--- config.mk ---
export PLATFORM = sky130hd
export DESIGN_NAME = bounded_double_ended_queue_flat
export DESIGN_NICKNAME = d
export VERILOG_FILES = /design/src/hdl/dq_pkg.sv /design/src/hdl/dq_req_if.sv /design/src/hdl/dq_rsp_if.sv /design/src/hdl/bounded_double_ended_queue.sv /design/src/hdl/dq_ctrl.sv /design/src/hdl/dq_dp.sv /design/src/flat_wrapper.sv
export SDC_FILE = /design/constraint.sdc
export NUM_CORES = 1
export LEC_CHECK = 0
export BUFFER_PORTS_ARGS = -buffer_cell sky130_fd_sc_hd__buf_2
export CORE_MARGIN = 2
export CORE_UTILIZATION = 40
export CTS_CLUSTER_DIAMETER = 120
export DETAILED_ROUTE_END_ITERATION = 16
export MAX_ROUTING_LAYER = met4
export PLACE_DENSITY = 0.53
export SYNTH_ARGS = -nofsm -noshare
export SYNTH_HDL_FRONTEND = slang
export SYNTH_SLANG_ARGS = --single-unit
--- constraint.sdc ---
create_clock -name clk -period 10.9 [get_ports clk]
set_clock_uncertainty 0.1 [all_clocks]
set_input_delay 0.545 -clock clk [delete_from_list [all_inputs] [get_ports clk]]
set_output_delay 0.545 -clock clk [all_outputs]
set_load 0.1 [all_outputs]
--- src/hdl/dq_pkg.sv ---
// Package for the bounded deque: opcodes, controller states, fixed widths
// and the command and status bundles between controller and datapath.
// No dependencies.
package dq_pkg;

  // Fixed field widths
  localparam int DATA_W = 32;
  localparam int CNT_W  = 5;
  localparam int CNT_MAX = (1 << CNT_W) - 1;

  // Capacity after reset
  localparam logic [CNT_W-1:0] CAPACITY_RESET = 5'd16;

  // Front and rear value shown while the deque is empty
  localparam logic [DATA_W-1:0] EMPTY_VALUE = '1;

  typedef enum logic [1:0] {
    OP_PUSH_FRONT = 2'd0,
    OP_PUSH_BACK  = 2'd1,
    OP_POP_FRONT  = 2'd2,
    OP_POP_BACK   = 2'd3
  } opcode_t;

  typedef enum logic [1:0] {
    ST_IDLE,
    ST_FETCH,
    ST_LOAD
  } state_t;

  // Controller to datapath
  typedef struct packed {
    logic exec;   // apply the accepted operation, write the ring
    logic fetch;  // read front and rear entries
    logic load;   // load the result register
  } cmd_t;

  // Datapath to controller
  typedef struct packed {
    logic out_free;  // result register empty or being drained this cycle
  } stat_t;

endpackage

--- src/hdl/dq_req_if.sv ---
// Request channel of the bounded deque: one operation per transfer.
// Depends on dq_pkg for field widths.
interface dq_req_if;
  logic                            valid;
  logic                            ready;
  logic [1:0]                      opcode;
  logic signed [dq_pkg::DATA_W-1:0] value;

  modport source (output valid, output opcode, output value, input ready);
  modport sink   (input valid, input opcode, input value, output ready);
endinterface

--- src/hdl/dq_rsp_if.sv ---
// Response channel of the bounded deque: one status result per transfer.
// Depends on dq_pkg for field widths.
interface dq_rsp_if;
  logic                            valid;
  logic                            ready;
  logic                            ok;
  logic signed [dq_pkg::DATA_W-1:0] front_value;
  logic signed [dq_pkg::DATA_W-1:0] rear_value;
  logic [dq_pkg::CNT_W-1:0]        count;
  logic                            is_empty;
  logic                            is_full;

  modport source (output valid, output ok, output front_value, output rear_value,
                  output count, output is_empty, output is_full, input ready);
  modport sink   (input valid, input ok, input front_value, input rear_value,
                  input count, input is_empty, input is_full, output ready);
endinterface

--- src/hdl/bounded_double_ended_queue.sv ---
// Top level of the bounded deque: controller plus datapath with ring memory.
// Depends on dq_pkg, dq_req_if, dq_rsp_if, dq_ctrl and dq_dp.
//
// Channel | Direction | Carries
// --------+-----------+------------------------------------------------------
// req     | in        | opcode, value (one operation per transfer)
// rsp     | out       | ok, front_value, rear_value, count, is_empty, is_full
// cfg     | in        | cfg_we, cfg_data (capacity, no read-back)
//
// An operation runs as accept and ring write, then a registered read of the
// front and rear slots on the single ring memory, then result load.
// A result waits in its own register; the next request is taken once it has
// been loaded, and a held result stalls only the load step.
// Reset (rst, synchronous) empties the deque and sets capacity to 16; ring
// contents are not cleared, as only live slots are ever read.
module bounded_double_ended_queue #(
  parameter int DEPTH = 16
) (
  input  logic                      clk,
  input  logic                      rst,
  input  logic                      cfg_we,
  input  logic [dq_pkg::CNT_W-1:0]  cfg_data,
  dq_req_if.sink                    req,
  dq_rsp_if.source                  rsp
);

  dq_pkg::cmd_t  cmd;
  dq_pkg::stat_t stat;

  // Sequence each operation
  dq_ctrl u_ctrl (
    .clk       (clk),
    .rst       (rst),
    .req_valid (req.valid),
    .req_ready (req.ready),
    .stat      (stat),
    .cmd       (cmd)
  );

  // Ring, indices and result register
  dq_dp #(
    .DEPTH (DEPTH)
  ) u_dp (
    .clk             (clk),
    .rst             (rst),
    .cmd             (cmd),
    .stat            (stat),
    .cfg_we          (cfg_we),
    .cfg_data        (cfg_data),
    .req_opcode      (req.opcode),
    .req_value       (req.value),
    .rsp_valid       (rsp.valid),
    .rsp_ready       (rsp.ready),
    .rsp_ok          (rsp.ok),
    .rsp_front_value (rsp.front_value),
    .rsp_rear_value  (rsp.rear_value),
    .rsp_count       (rsp.count),
    .rsp_is_empty    (rsp.is_empty),
    .rsp_is_full     (rsp.is_full)
  );

endmodule

--- src/hdl/dq_ctrl.sv ---
// Controller of the bounded deque: sequences accept, fetch and load.
// Depends on dq_pkg for the state type and the command and status bundles.
module dq_ctrl (
  input  logic          clk,
  input  logic          rst,
  input  logic          req_valid,
  output logic          req_ready,
  input  dq_pkg::stat_t stat,
  output dq_pkg::cmd_t  cmd
);

  dq_pkg::state_t state;
  dq_pkg::state_t state_next;

  // Hold or advance the state
  always_ff @(posedge clk) begin
    if (rst) begin
      state <= dq_pkg::ST_IDLE;
    end else begin
      state <= state_next;
    end
  end

  // Next state
  always_comb begin
    state_next = state;
    unique case (state)
      dq_pkg::ST_IDLE: begin
        if (req_valid) state_next = dq_pkg::ST_FETCH;
      end
      dq_pkg::ST_FETCH: begin
        state_next = dq_pkg::ST_LOAD;
      end
      dq_pkg::ST_LOAD: begin
        if (stat.out_free) state_next = dq_pkg::ST_IDLE;
      end
      default: begin
        state_next = dq_pkg::ST_IDLE;
      end
    endcase
  end

  // Outputs
  always_comb begin
    req_ready = 1'b0;
    cmd       = '0;
    unique case (state)
      dq_pkg::ST_IDLE: begin
        req_ready = 1'b1;
        cmd.exec  = req_valid;
      end
      dq_pkg::ST_FETCH: begin
        cmd.fetch = 1'b1;
      end
      dq_pkg::ST_LOAD: begin
        cmd.load = stat.out_free;
      end
      default: begin
        req_ready = 1'b0;
      end
    endcase
  end

endmodule

--- src/hdl/dq_dp.sv ---
// Datapath of the bounded deque: ring memory, head index, fill count,
// capacity register and result register. Depends on dq_pkg.
module dq_dp #(
  parameter int DEPTH = 16
) (
  input  logic                             clk,
  input  logic                             rst,
  input  dq_pkg::cmd_t                     cmd,
  output dq_pkg::stat_t                    stat,
  input  logic                             cfg_we,
  input  logic [dq_pkg::CNT_W-1:0]         cfg_data,
  input  logic [1:0]                       req_opcode,
  input  logic signed [dq_pkg::DATA_W-1:0] req_value,
  output logic                             rsp_valid,
  input  logic                             rsp_ready,
  output logic                             rsp_ok,
  output logic signed [dq_pkg::DATA_W-1:0] rsp_front_value,
  output logic signed [dq_pkg::DATA_W-1:0] rsp_rear_value,
  output logic [dq_pkg::CNT_W-1:0]         rsp_count,
  output logic                             rsp_is_empty,
  output logic                             rsp_is_full
);

  localparam int ADDR_W = (DEPTH > 1) ? $clog2(DEPTH) : 1;
  localparam int SUM_W  = ((ADDR_W > dq_pkg::CNT_W) ? ADDR_W : dq_pkg::CNT_W) + 1;
  localparam int DEPTH_CLIP = (DEPTH > dq_pkg::CNT_MAX) ? dq_pkg::CNT_MAX : DEPTH;
  localparam logic [dq_pkg::CNT_W-1:0]  CAP_LIMIT = dq_pkg::CNT_W'(DEPTH_CLIP);
  localparam logic [ADDR_W-1:0]         LAST_ADDR = ADDR_W'(DEPTH - 1);
  localparam logic [SUM_W-1:0]          DEPTH_SUM = SUM_W'(DEPTH);

  logic [dq_pkg::DATA_W-1:0] ring [DEPTH];

  logic [ADDR_W-1:0]        head;
  logic [ADDR_W-1:0]        head_next;
  logic [dq_pkg::CNT_W-1:0] fill;
  logic [dq_pkg::CNT_W-1:0] fill_next;
  logic [dq_pkg::CNT_W-1:0] capacity;
  logic                     ok;
  logic                     ok_next;
  logic [dq_pkg::DATA_W-1:0] front_data;
  logic [dq_pkg::DATA_W-1:0] rear_data;
  logic                     out_valid;

  logic [dq_pkg::CNT_W-1:0] eff_cap;
  logic                     full;
  logic                     empty;
  logic [ADDR_W-1:0]        head_dec;
  logic [ADDR_W-1:0]        head_inc;
  logic [SUM_W-1:0]         back_sum;
  logic [ADDR_W-1:0]        back_addr;
  logic [SUM_W-1:0]         rear_sum;
  logic [ADDR_W-1:0]        rear_addr;
  logic                     wr_en;
  logic [ADDR_W-1:0]        wr_addr;
  dq_pkg::opcode_t          op;

  // Status of the current contents
  always_comb begin
    eff_cap = (capacity > CAP_LIMIT) ? CAP_LIMIT : capacity;
    full    = fill >= eff_cap;
    empty   = fill == '0;
  end

  // Ring positions: one step either way, slot past the rear, rear slot
  always_comb begin
    head_dec  = (head == '0) ? LAST_ADDR : head - ADDR_W'(1);
    head_inc  = (head == LAST_ADDR) ? '0 : head + ADDR_W'(1);
    back_sum  = SUM_W'(head) + SUM_W'(fill);
    back_addr = (back_sum >= DEPTH_SUM) ? ADDR_W'(back_sum - DEPTH_SUM)
                                        : ADDR_W'(back_sum);
    rear_sum  = back_sum - SUM_W'(1);
    if (empty) begin
      rear_addr = head;
    end else if (rear_sum >= DEPTH_SUM) begin
      rear_addr = ADDR_W'(rear_sum - DEPTH_SUM);
    end else begin
      rear_addr = ADDR_W'(rear_sum);
    end
  end

  // Decode the operation; a refused one leaves everything as is
  always_comb begin
    op        = dq_pkg::opcode_t'(req_opcode);
    head_next = head;
    fill_next = fill;
    ok_next   = 1'b0;
    wr_en     = 1'b0;
    wr_addr   = back_addr;
    unique case (op)
      dq_pkg::OP_PUSH_FRONT: begin
        wr_addr = head_dec;
        if (!full) begin
          wr_en     = 1'b1;
          head_next = head_dec;
          fill_next = fill + dq_pkg::CNT_W'(1);
          ok_next   = 1'b1;
        end
      end
      dq_pkg::OP_PUSH_BACK: begin
        if (!full) begin
          wr_en     = 1'b1;
          fill_next = fill + dq_pkg::CNT_W'(1);
          ok_next   = 1'b1;
        end
      end
      dq_pkg::OP_POP_FRONT: begin
        if (!empty) begin
          head_next = head_inc;
          fill_next = fill - dq_pkg::CNT_W'(1);
          ok_next   = 1'b1;
        end
      end
      dq_pkg::OP_POP_BACK: begin
        if (!empty) begin
          fill_next = fill - dq_pkg::CNT_W'(1);
          ok_next   = 1'b1;
        end
      end
      default: begin
        ok_next = 1'b0;
      end
    endcase
  end

  // Advance head and count, take capacity writes
  always_ff @(posedge clk) begin
    if (rst) begin
      head     <= '0;
      fill     <= '0;
      capacity <= dq_pkg::CAPACITY_RESET;
    end else begin
      if (cmd.exec) begin
        head <= head_next;
        fill <= fill_next;
      end
      if (cfg_we) capacity <= cfg_data;
    end
  end

  // Hold the success flag of the operation in flight
  always_ff @(posedge clk) begin
    if (cmd.exec) ok <= ok_next;
  end

  // Write the pushed value
  always_ff @(posedge clk) begin
    if (cmd.exec && wr_en) ring[wr_addr] <= req_value;
  end

  // Read front and rear entries
  always_ff @(posedge clk) begin
    if (cmd.fetch) begin
      front_data <= ring[head];
      rear_data  <= ring[rear_addr];
    end
  end

  // Result register valid flag: set on load, drop on transfer
  always_ff @(posedge clk) begin
    if (rst) begin
      out_valid <= 1'b0;
    end else if (cmd.load) begin
      out_valid <= 1'b1;
    end else if (rsp_ready) begin
      out_valid <= 1'b0;
    end
  end

  // Result register payload
  always_ff @(posedge clk) begin
    if (cmd.load) begin
      rsp_ok          <= ok;
      rsp_front_value <= empty ? dq_pkg::EMPTY_VALUE : front_data;
      rsp_rear_value  <= empty ? dq_pkg::EMPTY_VALUE : rear_data;
      rsp_count       <= fill;
      rsp_is_empty    <= empty;
      rsp_is_full     <= full;
    end
  end

  assign rsp_valid     = out_valid;
  assign stat.out_free = !out_valid || rsp_ready;

endmodule
--- src/flat_wrapper.sv ---
// flat-port wrapper written by rule: the top's interface ports become plain ports
module bounded_double_ended_queue_flat 
#(
  parameter int DEPTH = 16
)
  (clk, rst, cfg_we, cfg_data, req_valid, req_opcode, req_value, req_ready, rsp_valid, rsp_ok, rsp_front_value, rsp_rear_value, rsp_count, rsp_is_empty, rsp_is_full, rsp_ready);
  dq_req_if req_i ();
  dq_rsp_if rsp_i ();
  input  logic clk;
  input  logic rst;
  input  logic cfg_we;
  input  logic [dq_pkg::CNT_W-1:0] cfg_data;
  input wire logic [$bits(req_i.valid)-1:0] req_valid;
  input wire logic [$bits(req_i.opcode)-1:0] req_opcode;
  input wire logic [$bits(req_i.value)-1:0] req_value;
  output wire logic [$bits(req_i.ready)-1:0] req_ready;
  output wire logic [$bits(rsp_i.valid)-1:0] rsp_valid;
  output wire logic [$bits(rsp_i.ok)-1:0] rsp_ok;
  output wire logic [$bits(rsp_i.front_value)-1:0] rsp_front_value;
  output wire logic [$bits(rsp_i.rear_value)-1:0] rsp_rear_value;
  output wire logic [$bits(rsp_i.count)-1:0] rsp_count;
  output wire logic [$bits(rsp_i.is_empty)-1:0] rsp_is_empty;
  output wire logic [$bits(rsp_i.is_full)-1:0] rsp_is_full;
  input wire logic [$bits(rsp_i.ready)-1:0] rsp_ready;
  assign req_i.valid = req_valid;
  assign req_i.opcode = req_opcode;
  assign req_i.value = req_value;
  assign req_ready = req_i.ready;
  assign rsp_valid = rsp_i.valid;
  assign rsp_ok = rsp_i.ok;
  assign rsp_front_value = rsp_i.front_value;
  assign rsp_rear_value = rsp_i.rear_value;
  assign rsp_count = rsp_i.count;
  assign rsp_is_empty = rsp_i.is_empty;
  assign rsp_is_full = rsp_i.is_full;
  assign rsp_i.ready = rsp_ready;
  bounded_double_ended_queue #(.DEPTH(DEPTH)) u_core (.clk(clk), .rst(rst), .cfg_we(cfg_we), .cfg_data(cfg_data), .req(req_i), .rsp(rsp_i));
endmodule
==> impl_metrics.csv, run 1 <==
group,metric,value,unit
power,combPwrFrac,29.7,%
floorplan,num_io_pins,118,
final_layout,syn_to_final_growth,13.8,%
routing,drtIter0Drc,1708,
floorplan,dieArea,76300,µm²
logic_synthesis,synth.cell_area,29600,µm²
timing,fin_crit,4980,ps
logic_synthesis,synth_compound_area_share,5.30,%
power,p_clk_share,31.8,%
timing,fin_crit_sh,45.6,%
clock_tree,cts_max_path_buffers,3,
final_layout,drive_gt1_share,27.1,%
power,p_sw_share,32.5,%
global_route,grt-ovfl-total,0,
timing,rsz0062_at_grt,"false",
clock_tree,htree_levels,3,
timing,maxSlewViolCount,0,
status,status,"finished clean",
clock_tree,clk_pin_slew,60,ps
worst_setup_path,end_kind,"register",
min_path,worstHoldPathType,"input port to register",
worst_setup_path,crit_path_start_kind,"register",
clock_tree,cts_sinks,666,
timing,hold_violations,0,
timing,setup_violations,0,
clock_tree,tritoncts,"yes",
logic_synthesis,synth_nets,1825,
clock_tree,clk_latency,610,ps
timing,whs,80.1,ps
clock_tree,cts_root_buffer,"clkbuf_16",
clock_tree,hold_buffers,0,
routing,drt-total-wl,80000,µm
power,cellLeakagePower,10.9,nW
min_path,hold_end,"u_core.u_dp.capacity[4]",
final_layout,nets,1939,
global_route,antenna_found_initial,4,
worst_setup_path,rr_endpoint,"u_core.u_dp.rear_data[5]",
final_layout,seqCellArea,19800,µm²
logic_synthesis,syn-mean-instance-area,16.8,µm²
worst_setup_path,worstPathMaxFanout,36,
global_route,grt_max_degree,111,
clock_tree,cts_setup_buffers,0,
routing,dr.pass1.iters,5,
logic_synthesis,synth_xor_area_share,0.460,%
timing,worstMarginPinSlew,1180,ps
routing,drt-vias-per-instance,5.90,
routing,num_vias,17000,
flow_run,maxCapViolCount,0,
worst_setup_path,worstRegToRegCells,12,
worst_setup_path,rrSetupSlack,5920,ps
floorplan,initial_utilization,40.5,%
floorplan,core_region_area,73200,µm²
routing,ant_nets,0,
global_route,grt_usage,21.7,%
timing,max-slew-margin-rel,21.0,%
min_path,worstHoldPathCells,3,
logic_synthesis,async_reset_ff_share,0,%
min_path,min_from,"cfg_data[4]",
logic_synthesis,ys_ff_latch,666,
logic_synthesis,synth_fa_ha_area_share,0.726,%
power,pwr_density_cell,234,nW/µm²
logic_synthesis,synthCells,1765,
power,p_int,5.33,mW
logic_synthesis,ys_seq_area_share,66.9,%
timing,setup_tns,0,ps
worst_setup_path,reg2reg_from,"u_core.u_dp.head[1]",
placed_design,io_buffers,117,
logic_synthesis,synth_ff_type,"edfxtp_1",
power,ir_drop,168,µV
clock_tree,cts-buffers-inserted,73,
logic_synthesis,synth_top_family_by_area,"multiplexers",
final_layout,fill_cells,6165,
global_route,first_global_vias,17500,
worst_setup_path,critPathRequiredTime,11150,ps
floorplan,rows,99,
logic_synthesis,synth.area.mux_share,17.1,%
routing,drc,0,
floorplan,die_h,276,µm
floorplan,fp.dieW,276,µm
final_layout,multi_input_area,9280,µm²
worst_setup_path,path_class,"register to register",
logic_synthesis,synthSimpleGateAreaFrac,7.11,%
logic_synthesis,yosysWarnings,0,
power,power.switching,2.56,mW
placed_design,dpl.hpwl,44200,µm
routing,wl_per_cell,27.7,µm
clock_tree,post_cts_resized,0,
global_route,grt_first_pass_wirelength,118000,µm
logic_synthesis,synth_cell_types,68,
placed_design,place.gp.congestion,0.789,
power,pwr-share-seq,38.5,%
logic_synthesis,synth_edf_count,649,
timing,max_freq,201,MHz
worst_setup_path,arrival,5220,ps
-- per-layer routing --
metal  routed length [µm]  vias to the layer above  global-route usage, %
met3                 5330                      165                   4.17
met5                    0                        -                      -
li1                     -                     7342                      -
met1                32400                     8837                   27.5
met2                39700                      704                   35.4
met4                 2590                        0                   6.78
-- metrics by stage --
stage	utilization (%)	setup WS, ps	area [µm²]	cells	total power [mW]
floorplan	-	5440	29600	1765	4.79
global placement	42.8	5940	31300	2763	5.43
detailed placement	42.8	5870	31300	2763	5.44
CTS	46.1	5860	33700	2888	7.97
global route	46.1	5590	33700	2890	8.25
finish	46.1	5920	33700	2891	7.89
-- critical path: stages (launching register included) --
cell and delay, ps:
dfxtp_4 790, inv_1 310, fa_1 570, ha_1 470
o21ai_0 250, a21boi_4 200, buf_4 320, buf_4 400
nor2_1 650, buf_4 330, nand3_1 80, nand3_1 110
o21ai_1 80
-- state kept, by name (all words and copies together) (netlist names) --
register                     count
u_core.u_ctrl.state              2
u_core.u_dp.capacity             5
u_core.u_dp.fill                 5
u_core.u_dp.front_data          32
u_core.u_dp.head                 4
u_core.u_dp.ok                   1
u_core.u_dp.rear_data           32
u_core.u_dp.ring               512
u_core.u_dp.rsp_count            5
u_core.u_dp.rsp_front_value     32
u_core.u_dp.rsp_is_empty         1
u_core.u_dp.rsp_is_full          1
u_core.u_dp.rsp_ok               1
u_core.u_dp.rsp_rear_value      32
u_core.u_dp.rsp_valid            1
-- cell usage after synthesis (13+ instances only) --
cell type / n / area, µm²
nand3_1: 78 / 390
dfxtp_1: 17 / 340
edfxtp_1: 649 / 19500
mux2i_1: 19 / 190
a21oi_1: 84 / 420
a32oi_1: 15 / 131
nor3_1: 15 / 75.1
clkbuf_1: 45 / 169
nand2_1: 234 / 878
a221oi_1: 30 / 263
mux4_2: 214 / 4820
o21ai_0: 13 / 65.1
nand2b_1: 70 / 438
ha_1: 14 / 175
buf_2: 40 / 200
buf_6: 15 / 169
nor2_1: 32 / 120
o21ai_1: 24 / 120
buf_1: 20 / 75.1
-- worst max-delay path by stage --
stage	start	end	slack [ps]	cells past startpoint
2_1_floorplan	u_core.u_ctrl.state[1]	u_core.u_dp.ring[15][0]	5440	6
3_3_place_gp	u_core.u_dp.head[1]	u_core.u_dp.rear_data[5]	5940	12
3_5_place_dp	u_core.u_dp.head[1]	u_core.u_dp.rear_data[5]	5870	12
4_1_cts	u_core.u_dp.head[1]	u_core.u_dp.rear_data[5]	5860	12
5_1_grt	u_core.u_dp.head[1]	u_core.u_dp.rear_data[5]	5590	11
6_report	u_core.u_dp.head[1]	u_core.u_dp.rear_data[5]	5920	12
-- power groups by stage --
stage / Clock [mW] / Combinational (mW) / Sequential [mW]
final: 2.51 / 2.35 / 3.04
after detailed placement: 0 / 2.35 / 3.10
after CTS: 2.57 / 2.36 / 3.04
after floorplan: 0 / 1.64 / 3.15
after global placement: 0 / 2.34 / 3.09
after global routing: 2.66 / 2.54 / 3.05
-- layout by cell type (no fill, tap or decap), types with 9 or more instances in the layout --
cell,netlist,final
a211oi_1,10,10
a21oi_1,84,84
a221oi_1,30,30
a22oi_1,12,12
a32oi_1,15,15
buf_2,40,117
buf_4,5,46
bufinv_16,0,11
clkbuf_1,45,13
clkbuf_16,0,76
clkinv_1,0,15
dfxtp_1,17,14
edfxtp_1,649,649
ha_1,14,14
inv_1,12,11
mux2i_1,19,19
mux4_2,214,214
nand2_1,234,234
nand2b_1,70,70
nand3_1,78,78
nor2_1,32,24
nor3_2,1,9
o21ai_0,13,13
o21ai_1,24,24
xnor2_1,11,9
-- cell type report --
class                   instances  share of cell area, %
clock buffers                  89                   5.78
inverters                      13                  0.159
diodes                          3                 0.0223
repair buffers                164                   2.82
multi-input cells             961                   27.5
flip-flops and latches        666                   58.8
clock inverters                36                   1.35
well taps                     959                   3.56
-- logic make-up (layout without fill, tap and decap cells) --
| logic type | after synthesis | count (layout) |
|---|---|---|
| and+or+nand+nor | 458 | 458 |
| muxes | 238 | 238 |
| adders and majority gates | 16 | 16 |
| other | 0 | 3 |
| buffers and inverters | 138 | 302 |
| DFF | 666 | 666 |
| xor gates and xnor gates | 14 | 14 |
| AOI/OAI and AO/OA | 235 | 235 |
Power figures use the tool's default switching activity.
==> run 2: changes to the inputs <==
clock period = 4.97 ns   (was 10.9 ns; I/O delays follow)
==> run 2 against run 1 <==
  * Non-clock buffer count is 69 higher
  * Critical path depth is 1 lower
  * Combinational power rose by 130%
  * Clock-buffer cell count increased by 8
  * Register-to-register slack worse by 5100 ps
  * Worst setup slack got worse by 5100 ps
  * Global-route usage increased by 0.36 points
  * Via count grew 2.7%
  * Flip-flop and latch count stayed put
==> impl_metrics.csv, run 2 (synthesis gave the netlist of run 1 again) <==
group,metric,value,unit
status,status,"finished clean",
power,ir_drop,356,µV
final_layout,final_common_cell,"edfxtp_1",
floorplan,die_h,276,µm
timing,max-slew-margin-rel,25.7,%
clock_tree,tritoncts,"yes",
final_layout,layout_common_cells,"649 x edfxtp_1, 234 x nand2_1, 214 x mux4_2, 117 x buf_2, 84 x a21oi_1",
routing,drt-vias-per-instance,5.91,
timing,setup_slack,818,ps
worst_setup_path,reg2reg_from,"u_core.u_dp.head[0]",
placed_design,dpl.hpwl,45600,µm
placed_design,pre_cts_ws,824,ps
routing,ant_nets,0,
floorplan,dieArea,76300,µm²
worst_setup_path,end_kind,"register",
timing,whs,38.6,ps
routing,drtIter0Drc,1870,
routing,num_vias,17500,
global_route,first_global_vias,18100,
timing,hold_violations,0,
clock_tree,cts_max_path_buffers,3,
min_path,worstHoldPathType,"input port to register",
worst_setup_path,slowest_delay,790,ps
floorplan,core_region_area,73200,µm²
clock_tree,cts_sinks,666,
timing,rsz0062_at_grt,"false",
clock_tree,cts_setup_buffers,0,
placed_design,place.gp.congestion,0.804,
final_layout,fill_cells,6195,
global_route,grt-ovfl-total,0,
clock_tree,htree_levels,3,
routing,dr.pass1.iters,6,
global_route,grt_first_pass_wirelength,120000,µm
final_layout,regMostFlops,"u_core.u_dp.ring",
floorplan,num_io_pins,118,
timing,maxSlewViolCount,0,
timing,worstMarginPinSlew,1110,ps
worst_setup_path,arrival,4390,ps
worst_setup_path,crit_path_start_kind,"register",
placed_design,io_buffers,117,
power,cellLeakagePower,11.2,nW
timing,setup_violations,0,
timing,fin_crit,4150,ps
worst_setup_path,crit_start,"u_core.u_dp.head[0]",
routing,drt-total-wl,81500,µm
clock_tree,cts-buffers-inserted,74,
worst_setup_path,crit_path_top_delay_cell,"nor2_1",
power,total_power,17.4,mW
power,pwr_density_cell,505,nW/µm²
final_layout,nets,2009,
global_route,grt_usage,22.0,%
min_path,min_from,"req_opcode[1]",
floorplan,fp.dieW,276,µm
worst_setup_path,worstPathCellList,"ha_1 > inv_1 > fa_1 > ha_1 > xnor2_1 > a21oi_4 > nor2_1 > buf_4 > nand3_1 > nand3_1 > o21ai_1",
routing,drc,0,
final_layout,drive_gt1_share,26.7,%
global_route,antenna_found_initial,2,
placed_design,dp.cells,2780,
final_layout,largest_reg_flops,512,
clock_tree,clk_latency,610,ps
floorplan,rows,99,
flow_run,maxCapViolCount,0,
timing,setup_tns,0,ps
clock_tree,clk_pin_slew,60,ps
final_layout,syn_to_final_growth,16.3,%
final_layout,fin_cells,2962,
clock_tree,cts_root_buffer,"clkbuf_16",
routing,wl_per_cell,27.5,µm
global_route,grt_max_degree,101,
worst_setup_path,worstPathMaxFanout,21,
floorplan,initial_utilization,40.5,%
worst_setup_path,path_class,"register to register",
timing,fin_crit_sh,83.5,%
timing,max_freq,241,MHz
worst_setup_path,critPathRequiredTime,5210,ps
==> run 2: changes by cell type in the layout (fill, tap and decap cells not counted), moves of 6 or more <==
cell,change
nor3_4,+6
buf_4,+6
nor3_2,-6
dlygate4sd3_1,+52
buf_12,+11
==> run 2: path summary, 6_finish.rpt <==
kind	to	slack (ps)	cells after the start
setup / recovery	u_core.u_dp.rear_data[3]	820	11
hold / removal	u_core.u_dp.ok	40	3
setup reg to reg	u_core.u_dp.rear_data[3]	820	11
hold reg to reg	u_core.u_dp.rsp_ok	330	0
==> run 2: layout make-up <==
class	instances	area (µm²)	share of cell area [%]
sequential	666	19800	57.5
multi-input combinational	961	9320	27.0
clock buffer	97	2020	5.87
timing repair buffer	233	1740	5.04
tap	959	1200	3.48
clock inverter	31	298	0.864
inverter	13	53.8	0.156
antenna	2	5.00	0.0145
==> run 2: metal layers <==
metal | up-vias | global-route usage (%) | wire length, µm
li1 | 7488 | - | -
met1 | 9145 | 29.0 | 34000
met2 | 720 | 35.2 | 39800
met3 | 149 | 3.42 | 5460
met4 | 0 | 7.31 | 2340
met5 | - | - | 0
==> run 2: timing repair <==
item / in CTS / in global routing
setup endpoints to repair: 0 / 0
gates resized for setup: 0 / 0
hold buffers: 52 / 0
endpoints found under the hold margin: 530 / 0
==> run 2: metrics by stage <==
| stage | utilization, % | instance area [µm²] |
|---|---|---|
| after floorplan | - | 29700 |
| after global placement | 43.2 | 31600 |
| after detailed placement | 43.2 | 31600 |
| after CTS | 47.1 | 34500 |
| after global routing | 47.1 | 34500 |
| final | 47.1 | 34500 |
==> run 2: worst max-delay path, delay by kind of cell, from the launching register on <==
family                   cells  cell delay (ps)
AND/OR/NAND/NOR              3             1000
AO/OA/AOI/OAI                2              220
XOR/XNOR                     1              530
flip-flops                   1              580
adder cells (fa/ha/maj)      3              990
buffers and inverters        2              430
==> run 2: power by group <==
part           switching (mW)  total [mW]  internal (mW)
sequential             0.0914        6.64           6.55
clock                    2.17        5.33           3.16
combinational            3.48        5.44           1.95
